File: src/rtl/bfd_pkg.sv
`timescale 1ns / 1ps
// ----------------------------------------------------------------------------
// bfd_pkg
// Shared constants and controller/datapath interface types for the
// FNV-1a double hashing Bloom filter.
// ----------------------------------------------------------------------------
package bfd_pkg;

    localparam logic [31:0] FNV_BASIS = 32'h811C9DC5;
    localparam logic [31:0] FNV_PRIME = 32'h01000193;
    localparam int          ROT_R     = 17;
    localparam int          ROW_W     = 32;
    localparam int          ROW_BW    = 5;

    localparam logic [1:0] MODE_QUERY = 2'd0;
    localparam logic [1:0] MODE_ADD   = 2'd1;
    localparam logic [1:0] MODE_CLEAR = 2'd2;

    localparam logic CFG_PROBE_COUNT = 1'b0;
    localparam logic CFG_FILTER_BITS = 1'b1;

    localparam logic [4:0]  PROBE_COUNT_RST = 5'd6;
    localparam logic [16:0] FILTER_BITS_RST = 17'd104;

    typedef struct packed {
        logic use_byte;
        logic hash_upd;
        logic key_end;
        logic hash_basis;
        logic mod_step;
        logic chk;
        logic is_add;
        logic probe_next;
        logic clr_start;
        logic clr_wr;
        logic out_load;
    } t_cmd;

    typedef struct packed {
        logic mod_done;
        logic last_probe;
        logic clr_done;
        logic out_free;
    } t_sts;

endpackage

File: src/rtl/bfd_ctrl.sv
`timescale 1ns / 1ps
// ----------------------------------------------------------------------------
// bfd_ctrl
// Sequencer for byte hashing, probe loop, store clearing and result hand-off.
// ----------------------------------------------------------------------------
module bfd_ctrl import bfd_pkg::*; (
    input  logic       i_clk,
    input  logic       i_rst_n,
    input  logic       i_in_valid,
    output logic       o_in_ready,
    input  logic [1:0] i_mode,
    input  logic       i_byte_valid,
    input  logic       i_last_byte,
    input  t_sts       i_sts,
    output t_cmd       o_cmd
);

    typedef enum logic [2:0] {S_CLR, S_IDLE, S_MOD, S_RD, S_CHK, S_OUT} t_state;

    t_state r_state, n_state;
    logic   r_add, n_add;
    logic   acc;

    assign o_in_ready = (r_state == S_IDLE);
    assign acc        = i_in_valid && o_in_ready;

    always_comb begin
        o_cmd   = '0;
        n_state = r_state;
        n_add   = r_add;
        o_cmd.is_add = r_add;
        unique case (r_state)
            S_CLR: begin
                o_cmd.clr_wr = 1'b1;
                if (i_sts.clr_done) n_state = S_IDLE;
            end
            S_IDLE: begin
                if (acc) begin
                    unique case (i_mode) inside
                        MODE_CLEAR: begin
                            o_cmd.clr_start  = 1'b1;
                            o_cmd.hash_basis = 1'b1;
                            n_state          = S_CLR;
                        end
                        MODE_QUERY, MODE_ADD: begin
                            o_cmd.use_byte = i_byte_valid;
                            if (!i_byte_valid || i_last_byte) begin
                                o_cmd.key_end = 1'b1;
                                n_add         = (i_mode == MODE_ADD);
                                n_state       = S_MOD;
                            end else begin
                                o_cmd.hash_upd = 1'b1;
                            end
                        end
                        default: ;
                    endcase
                end
            end
            S_MOD: begin
                o_cmd.mod_step = 1'b1;
                if (i_sts.mod_done) n_state = S_RD;
            end
            S_RD: n_state = S_CHK;
            S_CHK: begin
                o_cmd.chk = 1'b1;
                if (i_sts.last_probe) begin
                    n_state = r_add ? S_IDLE : S_OUT;
                end else begin
                    o_cmd.probe_next = 1'b1;
                    n_state          = S_MOD;
                end
            end
            S_OUT: begin
                // hold until the result register frees up
                if (i_sts.out_free) begin
                    o_cmd.out_load = 1'b1;
                    n_state        = S_IDLE;
                end
            end
            default: n_state = S_IDLE;
        endcase
    end

    always_ff @(posedge i_clk) begin
        if (!i_rst_n) begin
            r_state <= S_CLR;
            r_add   <= 1'b0;
        end else begin
            r_state <= n_state;
            r_add   <= n_add;
        end
    end

endmodule
File: config.mk
export PLATFORM = sky130hd
export DESIGN_NAME = bfd_ctrl
export DESIGN_NICKNAME = d
export VERILOG_FILES = /design/src/rtl/bfd_pkg.sv /design/src/rtl/bfd_ctrl.sv
export SDC_FILE = /design/constraint.sdc
export NUM_CORES = 1
export LEC_CHECK = 0
export BUFFER_PORTS_ARGS = -buffer_cell sky130_fd_sc_hd__buf_2
export CORE_AREA = 2 2 39 41
export CTS_CLUSTER_SIZE = 14
export DETAILED_ROUTE_END_ITERATION = 8
export DIE_AREA = 0 0 41 43
export PLACE_DENSITY = 0.55
export SYNTH_ARGS = -nofsm -noshare
export SYNTH_HDL_FRONTEND = slang
export SYNTH_SLANG_ARGS = --single-unit
File: constraint.sdc
create_clock -name i_clk -period 1.3 [get_ports i_clk]
set_input_delay 0 -clock i_clk [delete_from_list [all_inputs] [get_ports i_clk]]
set_output_delay 0 -clock i_clk [all_outputs]
set_load 0.03 [all_outputs]
* After elaboration in Yosys (flattened, before gate mapping) *
Cells that the tools add are included.

word-level totals
  register bits after elaboration = 4
  bits in latches = 0
  memory bits (writable) = 0
  ROM bits = 0
  input port bits = 11
  logic and storage cells = 47
  memories = 0

cells by class
  add/subtract/negate cells = 0
  multiply operators = 0
  divide/modulo/power cells = 0
  magnitude comparators = 0
  equality and inequality tests = 13
  shifts and indexed selects = 0
  multiplexer cells = 24
  bitwise gates (word level) = 0
  reductions and logical operators = 8

operator list
  cell                                                    number
  two-way mux 3 bit                                       8
  case mux 3 bit (6 select lines)                         1
  two-way mux 1 bit                                       12
  two-way mux 4 bit                                       2
  equality test 3 x 2 -> 1 bit (second input constant)    2
  equality test 3 bit (second input constant)             2
  inequality test 2 bit (second input constant)           3
  case mux 3 bit (2 select lines)                         1
  AND reduction 6 bit                                     1
  AND reduction 4 bit                                     1
  equality test 3 x 1 -> 1 bit (second input constant)    1
  logical NOT 3 bit                                       1
  inequality test 3 x 1 -> 1 bit (second input constant)  1
  inequality test 3 bit (second input constant)           1
  equality test 2 x 1 -> 1 bit (second input constant)    1
  equality test 2 bit (second input constant)             1
  logical NOT 2 bit                                       1
  inequality test 2 x 1 -> 1 bit (second input constant)  1
  OR reduction 2 bit                                      1
  logical AND 1 bit                                       1
  logical NOT 1 bit                                       1
  logical OR 1 bit                                        1

* Longest topological paths before layout *
Gate-level depths: netlist of the first run.

  depth after elaboration = 6
  mapped depth = 5
  depth with buffers taken out = 4

* Worst setup path before layout of the first run *
No wires, ideal clock.

  path kind = flip-flop to output port
  start point = register r_state[2]
  end point = output port o_cmd[7] (netlist bit)
  data arrival time = 1.584 ns
  required time = 1.300 ns
  setup slack = -0.284 ns
  stages on the path, launching flop included = 4
  cell sequence = dfxtp_1 -> nand4bb_1 -> nor3_1 -> buf_4

RTL lines
  what                      RTL line        source
  start: declaration        bfd_ctrl.sv:20  t_state r_state, n_state;
  start signal: assignment  bfd_ctrl.sv:89  r_state <= n_state;
  end: declaration          bfd_ctrl.sv:15  output t_cmd o_cmd

==> results of run 1 <==
## worst paths after layout
| path | to | slack, ns | from |
|---|---|---|---|
| setup / recovery | o_cmd[2] | 0.04 | r_state[1] |
| hold / removal | r_add | 0.05 | i_mode[0] |
| setup reg to reg | r_state[1] | 0.11 | r_state[0] |
| hold reg to reg | r_add | 0.48 | r_add |
## worst max-delay path: stages (launching register included)
cell,delay (ns)
dfxtp_2,0.36
nand4bb_4,0.28
nor3_2,0.15
buf_2,0.22
## cell usage in the layout, fill, tap and decap left out, types with 2 or more instances in the layout
master and count:
a211oi_2 2, buf_2 19, buf_4 5, clkbuf_4 3, dfxtp_1 2, dfxtp_2 2
inv_1 3, nand2_1 4, nor2_1 2, nor2b_1 2, nor3_1 3, nor3b_1 2
o21ai_0 2, o21ai_1 3
## stage by stage
| step | instances | hold slack, ns | total power [W] | worst slack (ns) | cell area [um^2] |
|---|---|---|---|---|---|
| after CTS | 89 | 0.0507 | 0.000546 | 0.00432 | 581 |
| after detailed placement | 86 | 0.294 | 0.000372 | 0.0365 | 537 |
| after floorplan | 50 | 0.0489 | 0.000311 | -0.0639 | 425 |
| after global placement | 86 | 0.284 | 0.000372 | 0.0764 | 537 |
| final | 89 | 0.0533 | 0.000542 | 0.0438 | 589 |
| after global routing | 89 | 0.0530 | 0.000576 | -0.0342 | 589 |
## cell families (layout without fill, tap and decap cells)
logic type,Yosys count,after routing,share of synthesized area [%]
flops,4,4,19.6
simple gates,24,24,40.5
buf+inv,9,32,13.8
mux,1,1,2.45
compound gates,12,12,23.6
## flip-flops by register name (all words and copies together), names as in the netlist
register  count
r_add         1
r_state       3
## per-layer routing
metal	up-vias	part of all wire [%]
li1	229	-
met1	196	46
met2	24	44
met3	4	7.5
met4	0	3.0
met5	-	0
## cell type report
type	count	area, um^2	share of cell area [%]
Tap cell	16	20.0	3.40
Inverter	4	15.0	2.55
Clock buffer	3	22.5	3.82
Multi-Input combinational cell	37	305	51.8
Sequential cell	4	82.6	14.0
Timing Repair Buffer	25	144	24.4
## power breakdown
group	switching [W]	internal (W)
sequential	0.0000218	0.000136
combinational	0.000133	0.0000943
clock	0.0000541	0.000103
total	0.000209	0.000334
## repair_timing
item,CTS,global route
gates resized for setup,5,4
endpoints found under the setup margin,5,5
pin swaps,1,1
==> metrics.md, run 1 <==
| Metric | Value |
|---|---|
| Top cells by count, synth | `buf_4 (4), dfxtp_1 (4), nand2_1 (4), nor3_1 (4)` |
| Status | `completed` |
| Sequential share of the synthesized area | `19.6%` |
| Post-synth EDFFs | `0` |
| IO Port Bufs | `22` |
| Clock sinks | `4` |
| Period utilization | `96.6%` |
| Setup TNS | `0 ns` |
| Max VDD drop | `346 uV` |
| Gp weighted congestion | `0.826` |
| Initial antenna violation count | `0` |
| Max-slew violation count | `0` |
| Main flop type after synthesis | `dfxtp_1` |
| H-tree Lvls | `1` |
| # IOs | `23` |
| TritonCTS buffer count | `3` |
| Die height | `43 um` |
| R2R depth | `4` |
| Total core area | `1380 um^2` |
| Mapped Area | `408 um^2` |
| Grt met1 use | `15.0%` |
| ANT nets after route | `0` |
| Max-cap viol count | `0` |
| Area grow syn2layout | `44.5%` |
| Syn avg cell area | `8.16 um^2` |
| Top cells by area, synth | `dfxtp_1 (20%), buf_4 (7.4%), a211oi_2 (6.1%)` |
| Setup Buffers After CTS | `0` |
| Overflow left after global routing | `0` |
| WHS Path Cells | `3` |
| Final Hold Fails | `0` |
| Power Dens Cells | `920 nW/um^2` |
| Crit path launch type | `register` |
| Post-layout util | `42.6%` |
| Total Routed Length | `1010 um` |
| Routed via count | `453` |
| # rows | `14` |
| Residual DRC | `0` |
| First-pass GRT wire length | `1500 um` |
| Starting density of the core | `29.5%` |
| Hold Buf Count CTS | `0` |
| Drt pass-1 iters | `4` |
| Met3 GRT Util | `3.14%` |
| Worst-Margin Slew | `0.250 ns` |
| Synth warn | `0` |
| Normalized max-slew margin | `82.9%` |
| Tot GR Track Use | `12.8%` |
| Synth cell types | `29` |
| DIE WIDTH | `41 um` |
| Seq cells post-synth | `4` |
| Final Skew | `0.00430 ns` |
| RSZ-0062 raised after global routing | `true` |
| Async S/R FF share, synth | `0%` |
| CP Data Required Time | `1.30 ns` |
| Met2 Use GR | `19.7%` |
| # setup viols final | `0` |
| N_diodes | `0` |
| Worst skew pair latency | `0.24 ns` |
| Post-Synthesis Cells | `50` |
| Vias in the first global route | `395` |
| Via density | `5.09` |
| TritonCTS clock tree | `built` |
| Max Clock Freq | `796 MHz` |
| DRT iter0 DRCs | `4` |
| Fin crit period | `1.26 ns` |
| # fillers | `140` |
| Ratio of cells with drive above 1 in the final layout | `57.5%` |
| Leakage | `0.263 nW` |
| Syn Nets | `61` |
| Worst hold path type | `primary input to register` |
| CP Max Fanout | `9` |
| Maximum clock path buffer count | `2` |
| CTS Root Buffer Type | `clkbuf_4` |
| Final #Nets | `86` |
| Worst EP arrival | `1.26 ns` |
| Top cell type's share of synthesized area | `19.6%` |
| WS Path Type | `register to output pin` |
| DIE AREA | `1760 um^2` |
| Critical Path End Type | `output pin` |
| Post-DP HPWL | `785 um` |
| Cell taking the most area after synthesis | `dfxtp_1` |
| Most utilized layer in the global route result | `met2` |
| Pin count of the biggest net entering global routing | `10` |
| DR WL/cell | `11.4 um` |
| Clk slew on worst S/H paths | `0.04 ns` |
(Power assumes the default switching activity.)
==> run 2: changes to the inputs <==
--- a/config.mk
+++ b/config.mk
@@ -5,12 +5,13 @@
 export SDC_FILE = /design/constraint.sdc
 export NUM_CORES = 1
 export LEC_CHECK = 0
+export ABC_AREA = 1
 export BUFFER_PORTS_ARGS = -buffer_cell sky130_fd_sc_hd__buf_2
 export CORE_AREA = 2 2 39 41
 export CTS_CLUSTER_SIZE = 14
 export DETAILED_ROUTE_END_ITERATION = 8
 export DIE_AREA = 0 0 41 43
-export PLACE_DENSITY = 0.55
+export PLACE_DENSITY = 0.54
 export SYNTH_ARGS = -nofsm -noshare
 export SYNTH_HDL_FRONTEND = slang
 export SYNTH_SLANG_ARGS = --single-unit
==> run 2 against run 1 <==
Clock skew down 0.0017 ns. Sequential power decreased by 5%. Largest power group unchanged. Worst hold slack worse by 0.042 ns. Highest routed layer unchanged. Global-route usage increased by 1.9 points.
==> metrics.md, run 2 <==
| Metric | Value |
|---|---|
| CTS Root Buffer Type | `clkbuf_4` |
| DRT iter0 DRCs | `8` |
| DIE WIDTH | `41 um` |
| Worst hold path type | `primary input to register` |
| TritonCTS clock tree | `built` |
| Final Hold Fails | `0` |
| DIE AREA | `1760 um^2` |
| Pin count of the biggest net entering global routing | `7` |
| Hold Buf Count CTS | `0` |
| N_diodes | `0` |
| Maximum clock path buffer count | `2` |
| Async S/R FF share, synth | `0%` |
| # setup viols final | `0` |
| WS Path Type | `register to output pin` |
| Syn Nets | `79` |
| Final Skew | `0.00265 ns` |
| Post-synth EDFFs | `0` |
| Mapped Area | `395 um^2` |
| Tot GR Track Use | `14.8%` |
| Non-filler instance count after layout | `112` |
| RSZ-0062 raised after global routing | `true` |
| Post-Synth Adder-Cell Area | `0%` |
| Largest family of logic cells by synthesized area | `simple AND/OR/NAND/NOR gates` |
| Leakage | `0.377 nW` |
| Vias in the first global route | `453` |
| Setup TNS | `0 ns` |
| DR WL/cell | `9.37 um` |
| Post-layout util | `45.8%` |
| Count leader, synth | `nand2_1` |
| Sequential share of the synthesized area | `20.3%` |
| Via density | `4.42` |
| Max-slew violation count | `0` |
| H-tree Lvls | `1` |
| Ratio of cells with drive above 1 in the final layout | `55.2%` |
| DR WL met2 | `551 um` |
| Synth cell types | `18` |
| Final #Nets | `109` |
| Regs by FF count | `r_state x3, r_add x1` |
| Placed Cells | `104` |
| Drt pass-1 iters | `4` |
| Commonest cells after routing, fill and taps aside | `buf_2 (17), nand2_1 (12), inv_1 (11), nor2_1 (8), buf_4 (7)` |
| Critical Path End Type | `output pin` |
| Post-Synthesis Cells | `68` |
| Max-cap viol count | `0` |
| Worst EP arrival | `1.24 ns` |
| Die height | `43 um` |
| Top cells by count, synth | `nand2_1 (14), inv_1 (13), nor2_1 (10), nand3_1 (5), dfxtp_1 (4)` |
| ANT nets after route | `0` |
| Crit path launch type | `register` |
| CP Data Required Time | `1.30 ns` |
| Period utilization | `95.2%` |
| Routed wl met3 | `74 um` |
| Area grow syn2layout | `60.4%` |
| WHS Path Cells | `3` |
| Mux cell area share after synthesis | `0%` |
| Normalized max-slew margin | `87.4%` |
| Max VDD drop | `362 uV` |
| Synth Area in Simple Gates | `53.5%` |
| Most flops, register | `r_state` |
| Clk slew on worst S/H paths | `0.04 ns` |
| Top cell type's share of synthesized area | `20.3%` |
| Main flop type after synthesis | `dfxtp_1` |
| Routed via count | `495` |
| First-pass GRT wire length | `1750 um` |
| Post-DP HPWL | `848 um` |
| Residual DRC | `0` |
| Routed metal-1 wirelength | `414 um` |
| Max Clock Freq | `808 MHz` |
| Post-Synth XOR/XNOR Area | `0%` |
| Synth warn | `0` |
| CP Max Fanout | `4` |
| Clock sinks | `4` |
| Status | `completed` |
| Syn avg cell area | `5.81 um^2` |
| Fin crit period | `1.24 ns` |
| # IOs | `23` |
| Cell taking the most area after synthesis | `dfxtp_1` |
| Top cells by area, synth | `dfxtp_1 (20%), nand2_1 (13%), inv_1 (12%)` |
| # rows | `14` |
| Worst-Margin Slew | `0.187 ns` |
| Compound-gate portion of the synthesized area | `7.28%` |
| Initial antenna violation count | `0` |
| Gp weighted congestion | `0.770` |
| TritonCTS buffer count | `3` |
| Max FFs per register | `3` |
| IO Port Bufs | `22` |
| Starting density of the core | `28.6%` |
| Total Routed Length | `1050 um` |
| Commonest non-fill, non-tap cell in the layout | `buf_2` |
| Worst skew pair latency | `0.23 ns` |
| Power Dens Cells | `913 nW/um^2` |
| Top sig layer | `met4` |
| Overflow left after global routing | `0` |
| Total core area | `1380 um^2` |
| Seq cells post-synth | `4` |
| R2R depth | `10` |
==> run 2: cell types whose count changed after synthesis, sizes merged, moves of 2 or more <==
cell and change:
buf -3, nor3b -3, nand3 +6, nand2 +11, nor2b -3, nand3b +2
nor2 +11, inv +12, a211oi -3, nor3 -3
==> run 2: final cells by class <==
cell class / instances / area (um^2)
clock buffer: 3 / 22.5
timing repair buffer: 27 / 168
inverter: 16 / 65.1
tap: 16 / 20.0
sequential: 4 / 83.8
fill: 143 / 749
multi-input combinational: 46 / 275
==> run 2: worst max-delay path, stage by stage, from the launching register on <==
cell and delay [ns]:
dfxtp_2 0.34, inv_4 0.04, nor2_4 0.12, nand3_4 0.11
inv_2 0.07, nand2_1 0.06, nor2_1 0.09, buf_4 0.17
==> run 2: logic make-up (layout without fill, tap and decap cells) <==
kind of cell | after synthesis | after routing
AND/OR/NAND/NOR | 41 | 41
buffers and inverters | 18 | 46
AO/OA/AOI/OAI | 5 | 5
flip-flops | 4 | 4
==> run 2: worst paths after layout <==
kind,from,end,slack [ns]
worst max-delay path,r_state[0],o_cmd[10],0.06
worst min-delay path,i_rst_n,r_state[2],0.01
worst max register to register,r_state[0],r_state[0],0.11
worst min register to register,r_add,r_add,0.56
==> run 2: routing by layer <==
metal,global-route usage (%),vias up
met3,3.14,2
met4,10.0,0
met5,0,-
li1,-,262
met2,24.4,17
met1,15.5,214
==> run 2: what timing repair did <==
item	in CTS	in global routing
endpoints found under the hold margin	0	0
pin swaps	3	5
setup endpoints to repair	4	9
buffers inserted	3	2
gates resized for setup	12	6
==> run 2: power by group <==
group | total, W | switching [W] | internal, W
sequential | 0.000150 | 0.0000140 | 0.000136
clock | 0.000152 | 0.0000487 | 0.000103
combinational | 0.000277 | 0.000172 | 0.000105
total | 0.000579 | 0.000235 | 0.000344
==> run 2: metrics by stage <==
| stage | setup WS (ns) | total power (W) | cell area [um^2] | hold slack (ns) |
|---|---|---|---|---|
| 4_1_cts | -0.0337 | 0.000575 | 609 | 0.00946 |
| 3_3_place_gp | 0.103 | 0.000384 | 531 | 0.239 |
| 6_report | 0.0620 | 0.000579 | 634 | 0.0117 |
| 5_1_grt | -0.0442 | 0.000635 | 634 | 0.0437 |
| 2_1_floorplan | -0.168 | 0.000325 | 415 | 0.0468 |
| 3_5_place_dp | 0.130 | 0.000380 | 531 | 0.248 |
